## config.mk

```make
export PLATFORM = sky130hd
export DESIGN_NAME = fixed_point_to_decimal_ascii_core
export DESIGN_NICKNAME = d
export VERILOG_FILES = /design/src/hw/rtl/fpda_pkg.sv /design/src/hw/rtl/fpda_datapath.sv /design/src/hw/rtl/fpda_ctrl.sv /design/src/hw/rtl/fixed_point_to_decimal_ascii_core.sv
export SDC_FILE = /design/constraint.sdc
export NUM_CORES = 1
export LEC_CHECK = 0
export ABC_AREA = 1
export BUFFER_PORTS_ARGS = -buffer_cell sky130_fd_sc_hd__buf_2
export CORE_MARGIN = 5
export CORE_UTILIZATION = 63
export DETAILED_ROUTE_END_ITERATION = 8
export PLACE_DENSITY = 0.82
export SLEW_MARGIN = 20
export SYNTH_ARGS = -nofsm -noshare
export SYNTH_HDL_FRONTEND = slang
export SYNTH_SLANG_ARGS = --single-unit
export TNS_END_PERCENT = 20
```

## constraint.sdc

```tcl
create_clock -name clk -period 5.6 [get_ports clk]
set_clock_uncertainty 0.15 [all_clocks]
set_input_delay 1.12 -clock clk [delete_from_list [all_inputs] [get_ports clk]]
set_output_delay 1.12 -clock clk [all_outputs]
set_load 0.005 [all_outputs]
```

## src/hw/rtl/fpda_pkg.sv

```systemverilog
package fpda_pkg;

  localparam logic [6:0] CHAR_ZERO  = 7'h30;
  localparam logic [6:0] CHAR_MINUS = 7'h2D;
  localparam logic [6:0] CHAR_DOT   = 7'h2E;

  localparam int VALUE_W = 64;
  localparam int CFG_W   = 5;
  localparam int PREC_W  = 4;
  localparam int DATA_W  = 8;

  typedef enum logic [1:0] {
    SEL_MINUS,
    SEL_INT,
    SEL_DOT,
    SEL_FRAC
  } char_sel_t;

  typedef struct packed {
    logic      load;
    logic      prec;
    logic      round;
    logic      dabble;
    logic      count;
    logic      emit;
    char_sel_t sel;
    logic      last;
  } fpda_cmd_t;

  typedef struct packed {
    logic neg;
    logic prec_zero;
    logic int_last;
    logic frac_last;
    logic dabble_last;
    logic out_free;
  } fpda_status_t;

  function automatic logic [63:0] pow10(input int n);
    logic [63:0] r;
    r = 64'd1;
    for (int i = 0; i < 10; i++) begin
      if (i < n) begin
        r = r * 64'd10;
      end
    end
    return r;
  endfunction

endpackage

```

## src/hw/rtl/fpda_datapath.sv

```systemverilog
module fpda_datapath #(
  parameter int MAX_FRACTION_DIGITS = 10,
  parameter int FRACTION_BITS       = 32
) (
  input  logic                      clk,
  input  logic                      rst,
  input  fpda_pkg::fpda_cmd_t       cmd,
  output fpda_pkg::fpda_status_t    status,
  input  logic signed [63:0]        s_tdata,
  input  logic                      cfg_we,
  input  logic signed [4:0]         cfg_data,
  output logic                      m_tvalid,
  input  logic                      m_tready,
  output logic [7:0]                m_tdata,
  output logic                      m_tlast
);
  import fpda_pkg::*;

  localparam int IW   = VALUE_W - FRACTION_BITS;
  localparam int ND   = (IW * 31) / 100 + 1;
  localparam int IDXW = $clog2(ND);
  localparam int DCW  = $clog2(IW);
  localparam int FB   = FRACTION_BITS;

  logic signed [CFG_W-1:0] cfg;
  logic                    neg;
  logic [VALUE_W-1:0]      mag;
  logic [PREC_W-1:0]       prec;
  logic [IW-1:0]           bin;
  logic [FB-1:0]           frac;
  logic [ND*4-1:0]         bcd;
  logic [DCW-1:0]          dcnt;
  logic [IDXW-1:0]         idx;
  logic [PREC_W-1:0]       fcnt;

  logic [VALUE_W-1:0]      mag_next;
  logic [PREC_W-1:0]       prec_next;
  logic [PREC_W-1:0]       p_auto;
  logic [IW-1:0]           ipart;
  logic [VALUE_W-1:0]      rounder;
  logic [VALUE_W-1:0]      sum;
  logic [ND*4-1:0]         bcd_adj;
  logic [IDXW-1:0]         idx_next;
  logic [FB+3:0]           prod;
  logic [6:0]              ch;
  logic [VALUE_W-1:0]      rnd_tab [16];

  for (genvar g = 0; g < 16; g++) begin : g_rnd
    localparam logic [63:0] P   = pow10(g);
    localparam logic [63:0] RND = (g == 0 || g > 10) ? 64'd0 :
                                  (((64'd1 << FRACTION_BITS) + P) / (P * 64'd2));
    assign rnd_tab[g] = RND;
  end

  assign mag_next = s_tdata[63] ? (~s_tdata[63:0] + 64'd1) : s_tdata[63:0];
  assign ipart    = mag[VALUE_W-1:FB];
  assign rounder  = rnd_tab[prec];
  assign sum      = mag + rounder;
  assign prod     = ({4'b0, frac} << 3) + ({4'b0, frac} << 1);

  always_comb begin
    p_auto = '0;
    for (int k = 5; k >= 0; k--) begin
      if (ipart < IW'(pow10(k))) begin
        p_auto = PREC_W'(6 - k);
      end
    end
    if (cfg[CFG_W-1]) begin
      prec_next = p_auto;
    end else if (cfg[PREC_W-1:0] > PREC_W'(MAX_FRACTION_DIGITS)) begin
      prec_next = PREC_W'(MAX_FRACTION_DIGITS);
    end else begin
      prec_next = cfg[PREC_W-1:0];
    end
  end

  always_comb begin
    for (int i = 0; i < ND; i++) begin
      bcd_adj[i*4 +: 4] = (bcd[i*4 +: 4] >= 4'd5) ? bcd[i*4 +: 4] + 4'd3 : bcd[i*4 +: 4];
    end
  end

  always_comb begin
    idx_next = '0;
    for (int i = 0; i < ND; i++) begin
      if (bcd[i*4 +: 4] != 4'd0) begin
        idx_next = IDXW'(i);
      end
    end
  end

  always_comb begin
    case (cmd.sel)
      SEL_MINUS: ch = CHAR_MINUS;
      SEL_INT:   ch = CHAR_ZERO + {3'b0, bcd[idx*4 +: 4]};
      SEL_DOT:   ch = CHAR_DOT;
      SEL_FRAC:  ch = CHAR_ZERO + {3'b0, prod[FB+3:FB]};
      default:   ch = CHAR_ZERO;
    endcase
  end

  always_ff @(posedge clk) begin
    if (rst) begin
      cfg      <= 5'sd3;
      m_tvalid <= 1'b0;
    end else begin
      if (cfg_we) begin
        cfg <= cfg_data;
      end
      if (cmd.emit) begin
        m_tvalid <= 1'b1;
      end else if (m_tready) begin
        m_tvalid <= 1'b0;
      end
    end
  end

  always_ff @(posedge clk) begin
    if (cmd.load) begin
      neg <= s_tdata[63];
      mag <= mag_next;
    end
    if (cmd.prec) begin
      prec <= prec_next;
    end
    if (cmd.round) begin
      bin  <= sum[VALUE_W-1:FB];
      frac <= sum[FB-1:0];
      bcd  <= '0;
      dcnt <= DCW'(IW - 1);
    end
    if (cmd.dabble) begin
      {bcd, bin} <= {bcd_adj[ND*4-2:0], bin, 1'b0};
      dcnt       <= dcnt - 1'b1;
    end
    if (cmd.count) begin
      idx  <= idx_next;
      fcnt <= prec - 4'd1;
    end
    if (cmd.emit) begin
      m_tdata <= {1'b0, ch};
      m_tlast <= cmd.last;
      if (cmd.sel == SEL_INT) begin
        idx <= idx - 1'b1;
      end
      if (cmd.sel == SEL_FRAC) begin
        frac <= prod[FB-1:0];
        fcnt <= fcnt - 4'd1;
      end
    end
  end

  assign status.neg         = neg;
  assign status.prec_zero   = (prec == 4'd0);
  assign status.int_last    = (idx == '0);
  assign status.frac_last   = (fcnt == 4'd0);
  assign status.dabble_last = (dcnt == '0);
  assign status.out_free    = !m_tvalid || m_tready;

endmodule

```

## src/hw/rtl/fpda_ctrl.sv

```systemverilog
module fpda_ctrl (
  input  logic                   clk,
  input  logic                   rst,
  input  logic                   s_tvalid,
  output logic                   s_tready,
  input  fpda_pkg::fpda_status_t status,
  output fpda_pkg::fpda_cmd_t    cmd
);
  import fpda_pkg::*;

  typedef enum logic [3:0] {
    S_IDLE,
    S_PREC,
    S_ROUND,
    S_DABBLE,
    S_COUNT,
    S_SIGN,
    S_INT,
    S_DOT,
    S_FRAC
  } state_t;

  state_t state;
  state_t state_next;

  assign s_tready = (state == S_IDLE);

  always_comb begin
    cmd        = '0;
    cmd.sel    = SEL_MINUS;
    state_next = state;
    case (state)
      S_IDLE: begin
        if (s_tvalid) begin
          cmd.load   = 1'b1;
          state_next = S_PREC;
        end
      end
      S_PREC: begin
        cmd.prec   = 1'b1;
        state_next = S_ROUND;
      end
      S_ROUND: begin
        cmd.round  = 1'b1;
        state_next = S_DABBLE;
      end
      S_DABBLE: begin
        cmd.dabble = 1'b1;
        if (status.dabble_last) begin
          state_next = S_COUNT;
        end
      end
      S_COUNT: begin
        cmd.count  = 1'b1;
        state_next = status.neg ? S_SIGN : S_INT;
      end
      S_SIGN: begin
        cmd.sel = SEL_MINUS;
        if (status.out_free) begin
          cmd.emit   = 1'b1;
          state_next = S_INT;
        end
      end
      S_INT: begin
        cmd.sel  = SEL_INT;
        cmd.last = status.int_last && status.prec_zero;
        if (status.out_free) begin
          cmd.emit = 1'b1;
          if (status.int_last) begin
            state_next = status.prec_zero ? S_IDLE : S_DOT;
          end
        end
      end
      S_DOT: begin
        cmd.sel = SEL_DOT;
        if (status.out_free) begin
          cmd.emit   = 1'b1;
          state_next = S_FRAC;
        end
      end
      S_FRAC: begin
        cmd.sel  = SEL_FRAC;
        cmd.last = status.frac_last;
        if (status.out_free) begin
          cmd.emit = 1'b1;
          if (status.frac_last) begin
            state_next = S_IDLE;
          end
        end
      end
      default: begin
        state_next = S_IDLE;
      end
    endcase
  end

  always_ff @(posedge clk) begin
    if (rst) begin
      state <= S_IDLE;
    end else begin
      state <= state_next;
    end
  end

endmodule

```

## src/hw/rtl/fixed_point_to_decimal_ascii_core.sv

```systemverilog
// Channel  Dir  Ports                       Contents
// s        in   s_tvalid s_tready s_tdata   value (signed Q fixed point, bits 63:0)
// m        out  m_tvalid m_tready m_tdata   character (bits 6:0), zero pad bit 7
//                        m_tlast            is_last
// cfg      in   cfg_we cfg_data             fraction_digits (signed, 5 bits)
//
// Load, precision, rounding, the one-bit-per-cycle binary to BCD loop and a digit count
// precede the first character; characters follow one per cycle unless m_tready stalls.
// Synchronous active-high reset clears the controller, the output valid and sets
// fraction_digits to 3. A stalled m_tready holds the controller in its emit state;
// a new request is taken once the last character is in the output register.
module fixed_point_to_decimal_ascii_core #(
  parameter int MAX_FRACTION_DIGITS = 10,
  parameter int FRACTION_BITS       = 32
) (
  input  logic               clk,
  input  logic               rst,
  input  logic               s_tvalid,
  output logic               s_tready,
  input  logic signed [63:0] s_tdata,   // [63:0] value
  output logic               m_tvalid,
  input  logic               m_tready,
  output logic [7:0]         m_tdata,   // [6:0] character, [7] zero
  output logic               m_tlast,
  input  logic               cfg_we,
  input  logic signed [4:0]  cfg_data
);
  import fpda_pkg::*;

  fpda_cmd_t    cmd;
  fpda_status_t status;

  fpda_ctrl u_ctrl (
    .clk      (clk),
    .rst      (rst),
    .s_tvalid (s_tvalid),
    .s_tready (s_tready),
    .status   (status),
    .cmd      (cmd)
  );

  fpda_datapath #(
    .MAX_FRACTION_DIGITS (MAX_FRACTION_DIGITS),
    .FRACTION_BITS       (FRACTION_BITS)
  ) u_datapath (
    .clk      (clk),
    .rst      (rst),
    .cmd      (cmd),
    .status   (status),
    .s_tdata  (s_tdata),
    .cfg_we   (cfg_we),
    .cfg_data (cfg_data),
    .m_tvalid (m_tvalid),
    .m_tready (m_tready),
    .m_tdata  (m_tdata),
    .m_tlast  (m_tlast)
  );

endmodule

```

# Word-level counts from Yosys, hierarchy flattened
# Memory sizes are Yosys's and may differ from the RTL's.
# Index checks and enable logic that the tools add are counted.
# op_classes
shift,1
n_reduce_logical,21
n_eq_ne,19
addsub,19
n_lt_le_gt_ge,18
n_bitwise,2
n_mux,68
# op_table
operator,count
32-bit two-way mux,5
4-bit two-way mux,32
64-bit two-way mux,2
40-bit two-way mux,2
"64-bit by 1-bit adder with 64-bit output, second input constant",1
64-bit adder,1
64-bit NOT,1
63-bit two-way mux,1
"4-bit by 3-bit >= comparator with 1-bit output, second input constant",10
40-bit by 7-bit variable part select with 4-bit output,1
35-bit by 33-bit adder with 36-bit output,1
"4-bit by 2-bit adder with 4-bit output, second input constant",9
4-bit one-hot mux with 9 select lines,1
4-bit nonzero test,9
"32-bit by 1-bit < comparator with 1-bit output, second input constant",1
"32-bit by 10-bit < comparator with 1-bit output, second input constant",1
"32-bit by 14-bit < comparator with 1-bit output, second input constant",1
"32-bit by 17-bit < comparator with 1-bit output, second input constant",1
"32-bit by 4-bit < comparator with 1-bit output, second input constant",1
"32-bit by 7-bit < comparator with 1-bit output, second input constant",1
7-bit one-hot mux with 4 select lines,1
3-bit two-way mux,6
"4-bit by 3-bit equality test with 1-bit output, second input constant",4
4-bit zero test,4
26 further kinds,51
# totals
in_bits,74
mem_count,1
out_inout_bits,11
rom_bits,1024
reg_bits,204
# mem_list
memory,words,word_bits,read_ports,rd_ports_with_merged_regs,wr,line_no,text
(name not given),16,64,1,0,0,fpda_datapath.sv:57,assign rounder = rnd_tab[prec];

# Longest topological paths before layout
# Gate-level depths: netlist of the first run.
# logic_depth
ltp_word,13
depth_mapped,24
depth_no_buf,23

# Modules after synthesis
# From an unflattened synthesis of the first run, not the netlist that was laid out.
# unflattened
cells_unflattened,2452
hier_area_um2,16633.5
# modules_own_cells
mod,instances,seq_area_each_um2,area_each_um2,cells_each
fpda_datapath,1,5475.3,16221.8,2376
fpda_ctrl,1,80.1,411.6,76

# Worst setup path before layout of the first run
# OpenSTA, ideal clock, no wires.
# synth_timing
path_kind,in2reg
start,input port s_tvalid
end,register u_datapath.mag[0] (enable)
arrival_time_ps,3870
required_ps,4962
setup_time_ps,488
setup_slack_ps,1092
stages,2
path_buffers,0
cell_sequence,inv_1 nor2_1
# synth_rtl
element,line_no,text
from (decl),fixed_point_to_decimal_ascii_core.sv:18,"input logic s_tvalid,"
to (signal assigned),fpda_datapath.sv:121,mag <= mag_next;
to (decl),fpda_datapath.sv:27,logic [VALUE_W-1:0] mag;

# Worst setup path after layout of the first run
# layout_timing
start,register u_datapath.prec[1]
end,"register u_datapath.bin[3], data pin"
# layout_between
elab_chain_cells,7
# layout_lines
element,line_no,text
from (decl),fpda_datapath.sv:28,logic [PREC_W-1:0] prec;
from (signal assigned),fpda_datapath.sv:124,prec <= prec_next;
4-bit NOT with 5-bit output (not written as such),fpda_datapath.sv:57,
memory 16 x 64 bit,n/a,
64-bit two-way mux (not written as such) (2 in series),fpda_datapath.sv:57,
64-bit adder,fpda_datapath.sv:58,assign sum = mag + rounder;
32-bit two-way mux,fpda_datapath.sv:126,if (cmd.round) begin
32-bit two-way mux,fpda_datapath.sv:132,if (cmd.dabble) begin
to (signal assigned),fpda_datapath.sv:127,bin <= sum[VALUE_W-1:FB];
to (signal assigned),fpda_datapath.sv:133,"{bcd, bin} <= {bcd_adj[ND*4-2:0], bin, 1'b0};"
to (decl),fpda_datapath.sv:29,logic [IW-1:0] bin;
# Every way passes these cells. The select of a mux whose other input is x is not followed.
# A chain may end at the register's enable or synchronous reset.

==> results of run 1 <==
## registers in the layout (all words and copies together), names as in the netlist, 5 cells and up
register            flops
u_datapath.mag         64
u_datapath.cfg          5
u_datapath.dcnt         5
u_datapath.bcd         40
u_datapath.bin         32
u_datapath.frac        32
u_datapath.m_tdata      5
## per-layer routing
| metal | vias up | share of wire (%) |
|---|---|---|
| li1 | 8377 | - |
| met1 | 7883 | 41 |
| met2 | 890 | 46 |
| met3 | 142 | 8.7 |
| met4 | 0 | 4.6 |
| met5 | - | 0 |
## final timing paths
| check | startpoint | endpoint | slack (ps) | depth (start not counted) |
|---|---|---|---|---|
| hold reg to reg | u_ctrl.state[3]$_SDFFE_PP0P_ | u_ctrl.state[3]$_SDFFE_PP0P_ | 340 | 2 |
| setup / recovery | u_datapath.prec[1]$_DFFE_PP_ | u_datapath.bin[3]$_DFFE_PP_ | 1640 | 19 |
| setup reg to reg | u_datapath.prec[1]$_DFFE_PP_ | u_datapath.bin[3]$_DFFE_PP_ | 1640 | 19 |
| hold / removal | u_ctrl.state[3]$_SDFFE_PP0P_ | u_ctrl.state[3]$_SDFFE_PP0P_ | 340 | 2 |
## layout by cell type, fill, tap and decap left out, types with 23 or more instances in the layout
master and n:
buf_2 81, xor2_1 50, nand4_1 43, edfxtp_1 151
a21oi_1 166, o21ai_0 151, dfxtp_1 51, xnor2_1 25
inv_1 385, clkbuf_16 23, nor3_1 61, ha_1 80
nor2_1 296, nand2_1 557, nand3_1 177
## worst reg2reg max path, delay by kind of cell, from the launching register on
family / cells / cell delay (ps)
flip-flops: 1 / 480
buffers and inverters: 2 / 340
AO/OA/AOI/OAI: 2 / 310
adder cells (fa/ha/maj): 2 / 640
AND/OR/NAND/NOR: 13 / 1790
## final cells by class
cell class | instances | area (um^2) | share of cell area [%]
Clock inverter | 16 | 190 | 1.03
Clock buffer | 25 | 583 | 3.16
Sequential cell | 202 | 5560 | 30.1
Tap cell | 341 | 427 | 2.31
Timing Repair Buffer | 92 | 508 | 2.75
Inverter | 395 | 1490 | 8.05
Multi-Input combinational cell | 1838 | 9700 | 52.6
## kinds of logic (layout without fill, tap and decap cells)
kind of cell | count (synthesis) | in the layout | share of synthesized area (%)
xor+xnor | 75 | 75 | 3.88
compound gates | 432 | 432 | 14.1
fa+ha+maj | 82 | 82 | 6.15
other cells | 2 | 3 | 0.0444
simple gates | 1246 | 1246 | 33.0
buf+inv | 439 | 528 | 9.97
flops | 202 | 202 | 32.8
## power by group through the flow
| stage | clock (mW) | combinational (mW) | sequential, mW |
|---|---|---|---|
| 2_1_floorplan | 0 | 3.54 | 2.48 |
| 3_3_place_gp | 0 | 4.50 | 2.62 |
| 3_5_place_dp | 0 | 4.64 | 2.63 |
| 4_1_cts | 1.56 | 4.68 | 2.61 |
| 5_1_grt | 1.62 | 5.37 | 2.67 |
| 6_report | 1.55 | 4.82 | 2.63 |
## per-stage QoR
stage                     cells  instance area, um^2  worst slack, ps  hold slack [ps]  total power [mW]
final                      2909                18500             1640              337              9.00
after global routing       2909                18500             1270              364              9.66
after CTS                  2908                18400             1710              335              8.85
after detailed placement   2867                17700             1730              326              7.27
after global placement     2867                17700             1860              314              7.13
after floorplan            2479                16900             1090              300              6.01
==> reports/metrics.cfg, run 1 <==
[timing]
slew_headroom_pct = 35.6
fin_setup_tns_ps = 0
finalSetupViolations = 0
fin_crit_ps = 3960
hold_violations = 0
worstMarginPinSlew_ps = 965
rsz0062_at_grt = false
drv_slew = 0
max_freq_mhz = 253
finalCritPeriodShare_pct = 70.7

[synth]
yosysUniqueCellTypes = 56
synthFlopType = edfxtp_1
synth-seq-cells = 202
syn_inst = 2478
synth_edf_count = 151
async_flop_share_pct = 0
syn_avg_cell_area_um2 = 6.83
ys_seq_area_share_pct = 32.8
yosysMostFrequentCell = nand2_1
synth_area_leaders = edfxtp_1 27%, nand2_1 12%, inv_1 8.6%
synthTopCellsByCount = 557 x nand2_1, 386 x inv_1, 300 x nor2_1
netlist_area_mm2 = 0.0169
ys_warn_count = 0
synth.largest_area_cell = edfxtp_1
yosysTopAreaCellShare_pct = 26.8

[setup_path]
worstSetupEndpointType = flip-flop
slowest_stage = edfxtp_1
path_cells = inv_1 -> ha_1 -> inv_1 -> nor2_1 -> or2_2 -> a21oi_1 -> ha_1 -> a21oi_1 -> nand2_1 -> nand3_1 -> nand2_1 -> nand2_1 -> nand3_1 -> nand3_1 -> nand3_2 -> nand2_1 -> nand3_1 -> nand3_1 -> nand2_1
worstPathRequired_ps = 5730
startpoint_type = flip-flop
cp_num_buf_inv = 2
worst-setup-path-type = flip-flop to flip-flop
cp_max_fo = 6
crit_family = simple AND/OR/NAND/NOR gates
crit_arrival_ps = 4090
slowest_delay_ps = 480

[grt]
gr-usage-all-layers_pct = 33.4
antenna_found_initial = 0
busiest_layer = met2
grt_util_met3_pct = 4.27
grt_max_degree = 64
grt_pass1_wl_um = 82900
met1_usage_pct = 44.2
grt-ovfl-total = 0
use_met2_pct = 55.9
grt_pass1_vias = 16500

[clock_tree]
clock_sinks = 202
postCtsSetupBuffers = 0
postCtsHoldBufs = 0
cts_tree = done
clk_latency_ps = 540
cts_max_level = 1
cts_max_path_buffers = 3
clock-root-buffer = clkbuf_16
cts.clk_slew.worst_paths_ps = 60
cts_resized = 0
cts_buffers = 23

[detailed_routing]
wl_per_cell_um = 17.9
vias = 17300
ant_nets = 0
routed_via_density = 5.94
drt_first_iter_violations = 1784
first_pass_iters = 6
drt_drc_violations_left = 0
drt_wl_total_um = 52200

[finish]
antenna_cells = 0
fill_cells = 2378
synthToLayoutAreaGrowth_pct = 9.08
fin_util_pct = 69.0
drive_above_1_share_pct = 8.53
final_nets = 2708

[power_and_ir_drop]
vdd_ir_drop_max_v = 0.000252
power.share.clock_pct = 17.2
p_per_area_mw_per_mm2 = 488
swShare_pct = 48.8
p_int_mw = 4.61
seq_power_share_pct = 29.3
p_leak_nw = 8.46
p_switching_mw = 4.39
pwr-share-comb_pct = 53.6

[job]
cap_violations = 0

[placement]
gp_congestion = 1.03
port_buffers = 81
hpwl_um = 41500

[outcome]
outcome = finished, final reports clean

[floorplan]
coreArea_mm2 = 0.0267
num_rows = 60
die_x_um = 174
die_height_um = 174
die-area_mm2 = 0.0302
start_util_pct = 63.3
io_pins = 85

[hold_path]
hold_class = flip-flop to flip-flop

Power figures use the tool's default switching activity.
==> inputs of run 2 (changes only) <==
--- a/config.mk
+++ b/config.mk
@@ -8,9 +8,9 @@
 export ABC_AREA = 1
 export BUFFER_PORTS_ARGS = -buffer_cell sky130_fd_sc_hd__buf_2
 export CORE_MARGIN = 5
-export CORE_UTILIZATION = 63
+export CORE_UTILIZATION = 57
 export DETAILED_ROUTE_END_ITERATION = 8
-export PLACE_DENSITY = 0.82
+export PLACE_DENSITY = 0.78
 export SLEW_MARGIN = 20
 export SYNTH_ARGS = -nofsm -noshare
 export SYNTH_HDL_FRONTEND = slang
==> constraint.sdc (replaced) <==
create_clock -name clk -period 3.45 [get_ports clk]
set_clock_uncertainty 0.15 [all_clocks]
set_input_delay 0.69 -clock clk [delete_from_list [all_inputs] [get_ports clk]]
set_output_delay 0.69 -clock clk [all_outputs]
set_load 0.005 [all_outputs]
==> reports/metrics.cfg, run 2 (synthesis results as in run 1) <==
[outcome]
outcome = finished, final reports clean  ; unchanged

[floorplan]
die_height_um = 182  ; was 174 um
num_rows = 63  ; was 60
coreArea_mm2 = 0.0295  ; was 0.0267 mm^2
die_x_um = 182  ; was 174 um
die-area_mm2 = 0.0332  ; was 0.0302 mm^2
start_util_pct = 57.4  ; was 63.3%
io_pins = 85  ; unchanged

[setup_path]
slowest_stage = edfxtp_1  ; unchanged
r2r_setup_slack_ps = 170  ; was 1640 ps
crit_family = simple AND/OR/NAND/NOR gates  ; unchanged
cp_max_fo = 5  ; was 6
worst-setup-path-type = flip-flop to flip-flop  ; unchanged
reg2reg_depth = 17  ; was 19
worstSetupEndpointType = flip-flop  ; unchanged
slowest_delay_ps = 410  ; was 480 ps
crit_arrival_ps = 3420  ; was 4090 ps
crit_end = u_datapath.bin[4]$_DFFE_PP_  ; was u_datapath.bin[3]$_DFFE_PP_
path_depth = 17  ; was 19
cpMostUsedCell = nand2_1
r2r-end = u_datapath.bin[4]$_DFFE_PP_  ; was u_datapath.bin[3]$_DFFE_PP_
path_cells = buf_4 -> ha_1 -> a211oi_1 -> ha_1 -> nand2_1 -> inv_1 -> a21oi_1 -> nand2_1 -> nand2_1 -> nand2_2 -> buf_4 -> nand3_2 -> nand3_2 -> nand2_1 -> nand2_1 -> nand2_1 -> o21ai_1  ; was inv_1 -> ha_1 -> inv_1 -> nor2_1 -> or2_2 -> a21oi_1 -> ha_1 -> a21oi_1 -> nand2_1 -> nand3_1 -> nand2_1 -> nand2_1 -> nand3_1 -> nand3_1 -> nand3_2 -> nand2_1 -> nand3_1 -> nand3_1 -> nand2_1
worstPathRequired_ps = 3580  ; was 5730 ps
crit_start = u_datapath.prec[1]$_DFFE_PP_  ; unchanged
startpoint_type = flip-flop  ; unchanged
cp_num_buf_inv = 3  ; was 2
r2r_start = u_datapath.prec[1]$_DFFE_PP_  ; unchanged

[finish]
antenna_cells = 0  ; unchanged
final_nets = 2749  ; was 2708
drive_above_1_share_pct = 11.4  ; was 8.53%
reg_top3 = u_datapath.mag x64, u_datapath.bcd x40  ; unchanged
finalNonFillerCells = 3000  ; was 2909
synthToLayoutAreaGrowth_pct = 12.1  ; was 9.08%
regMostFlops = u_datapath.mag  ; unchanged
ff_latch_area_mm2 = 0.00556  ; unchanged
multi_input_area_mm2 = 0.00985  ; was 0.00970 mm^2
final_cell_mix = 540 x nand2_1, 381 x inv_1, 295 x nor2_1  ; was 557 x nand2_1, 385 x inv_1, 296 x nor2_1
final_common_cell = nand2_1  ; unchanged
final_area_mm2 = 0.0190  ; was 0.0185 mm^2
largest_register_ffs = 64  ; unchanged
fill_cells = 2702  ; was 2378

[clock_tree]
cts_max_level = 1  ; unchanged
clock_sinks = 202  ; unchanged
cts_buffers = 23  ; unchanged
clock-root-buffer = clkbuf_16  ; unchanged
cts.clk_slew.worst_paths_ps = 70  ; was 60 ps
cts_tree = done  ; unchanged
clk_latency_ps = 530  ; was 540 ps
cts_max_path_buffers = 3  ; unchanged

[grt]
gr-usage-all-layers_pct = 31.1  ; was 33.4%
antenna_found_initial = 1  ; was 0
grt_pass1_vias = 16200  ; was 16500
grt_pass1_wl_um = 84100  ; was 82900 um
grt_max_degree = 66  ; was 64
grt-ovfl-total = 0  ; unchanged

[timing]
finalCritPeriodShare_pct = 95.2  ; was 70.7%
worstMarginPinSlew_ps = 952  ; was 965 ps
slew_headroom_pct = 36.0  ; was 35.6%
layout_setup_ws_ps = 165  ; was 1640 ps
max_freq_mhz = 304  ; was 253 MHz
finalSetupViolations = 0  ; unchanged
drv_slew = 0  ; unchanged
fin_crit_ps = 3280  ; was 3960 ps
hold_violations = 0  ; unchanged

[placement]
place_inst = 2952  ; was 2867
placed_cell_area_mm2 = 0.0180  ; was 0.0177 mm^2
dp_slack_ps = -19.1  ; was 1730 ps
gp_congestion = 1.04  ; was 1.03
hpwl_um = 42500  ; was 41500 um
port_buffers = 81  ; unchanged

[detailed_routing]
routed_via_density = 5.71  ; was 5.94
wl_per_cell_um = 17.7  ; was 17.9 um
ant_nets = 0  ; unchanged
vias = 17100  ; was 17300
drt_drc_violations_left = 0  ; unchanged
drt_first_iter_violations = 1616  ; was 1784
first_pass_iters = 7  ; was 6
drt_wl_total_um = 53200  ; was 52200 um

[power_and_ir_drop]
p_leak_nw = 8.69  ; was 8.46 nW
vdd_ir_drop_max_v = 0.000383  ; was 0.000252 V
p_per_area_mw_per_mm2 = 789  ; was 488 mW/mm^2

[hold_path]
hold_class = input port to flip-flop  ; was flip-flop to flip-flop
worstHoldPathCells = 1  ; was 2

[job]
cap_violations = 0  ; unchanged

[run 2: cell types whose count changed in the layout (fill, tap and decap cells not counted), sizes merged]
cell and change:
buf +41, clkbuf +8, clkinv -6, bufinv -1
[run 2: report_power, final]
part	leakage, nW	switching (mW)	internal (mW)
Clock	0.383	1.05	1.48
Sequential	1.82	0.731	3.54
Combinational	6.49	5.45	2.70
Total	8.69	7.23	7.73
[run 2: routing by layer]
layer	routed length, um	GRT usage [%]	part of all wire, %
met2	24500	52.3	46
met3	4480	3.69	8.4
met4	1490	7.99	2.8
met5	13	0	0.024
met1	22700	42.9	43
[run 2: what timing repair did]
action,in CTS,in global routing
buffers inserted,0,6
hold buffers,0,0
endpoints found under the setup margin,3,45
pin swaps,0,14
resized for setup,2,43
[run 2: layout make-up]
cell class	count	share of cell area [%]
multi-input cells	1838	51.9
flip-flops and latches	202	29.3
inverters	395	7.83
repair buffers	133	4.33
clock buffers	33	3.43
well taps	390	2.57
clock inverters	9	0.640
[run 2: per-stage QoR]
step           utilization (%)  power [mW]  hold slack (ps)  TNS, ps
3_3_place_gp              61.1        11.9              310        0
6_report                  64.3        15.0              233        0
2_1_floorplan                -        9.76              300   -47190
4_1_cts                   63.7        14.6              217        0
3_5_place_dp              61.1        12.0              321    -19.5
5_1_grt                   64.3        16.1              215     -103
[run 2: worst min path at each step]
stage / slack, ps / end / from
4_1_cts: 220 / u_datapath.mag[0]$_DFFE_PP_ / s_tdata[0]
3_5_place_dp: 320 / u_ctrl.state[3]$_SDFFE_PP0P_ / u_ctrl.state[3]$_SDFFE_PP0P_
2_1_floorplan: 300 / u_datapath.frac[0]$_DFF_P_ / u_datapath.frac[0]$_DFF_P_
6_report: 230 / u_datapath.mag[0]$_DFFE_PP_ / s_tdata[0]
5_1_grt: 210 / u_datapath.mag[0]$_DFFE_PP_ / s_tdata[0]
3_3_place_gp: 310 / u_ctrl.state[3]$_SDFFE_PP0P_ / u_ctrl.state[3]$_SDFFE_PP0P_
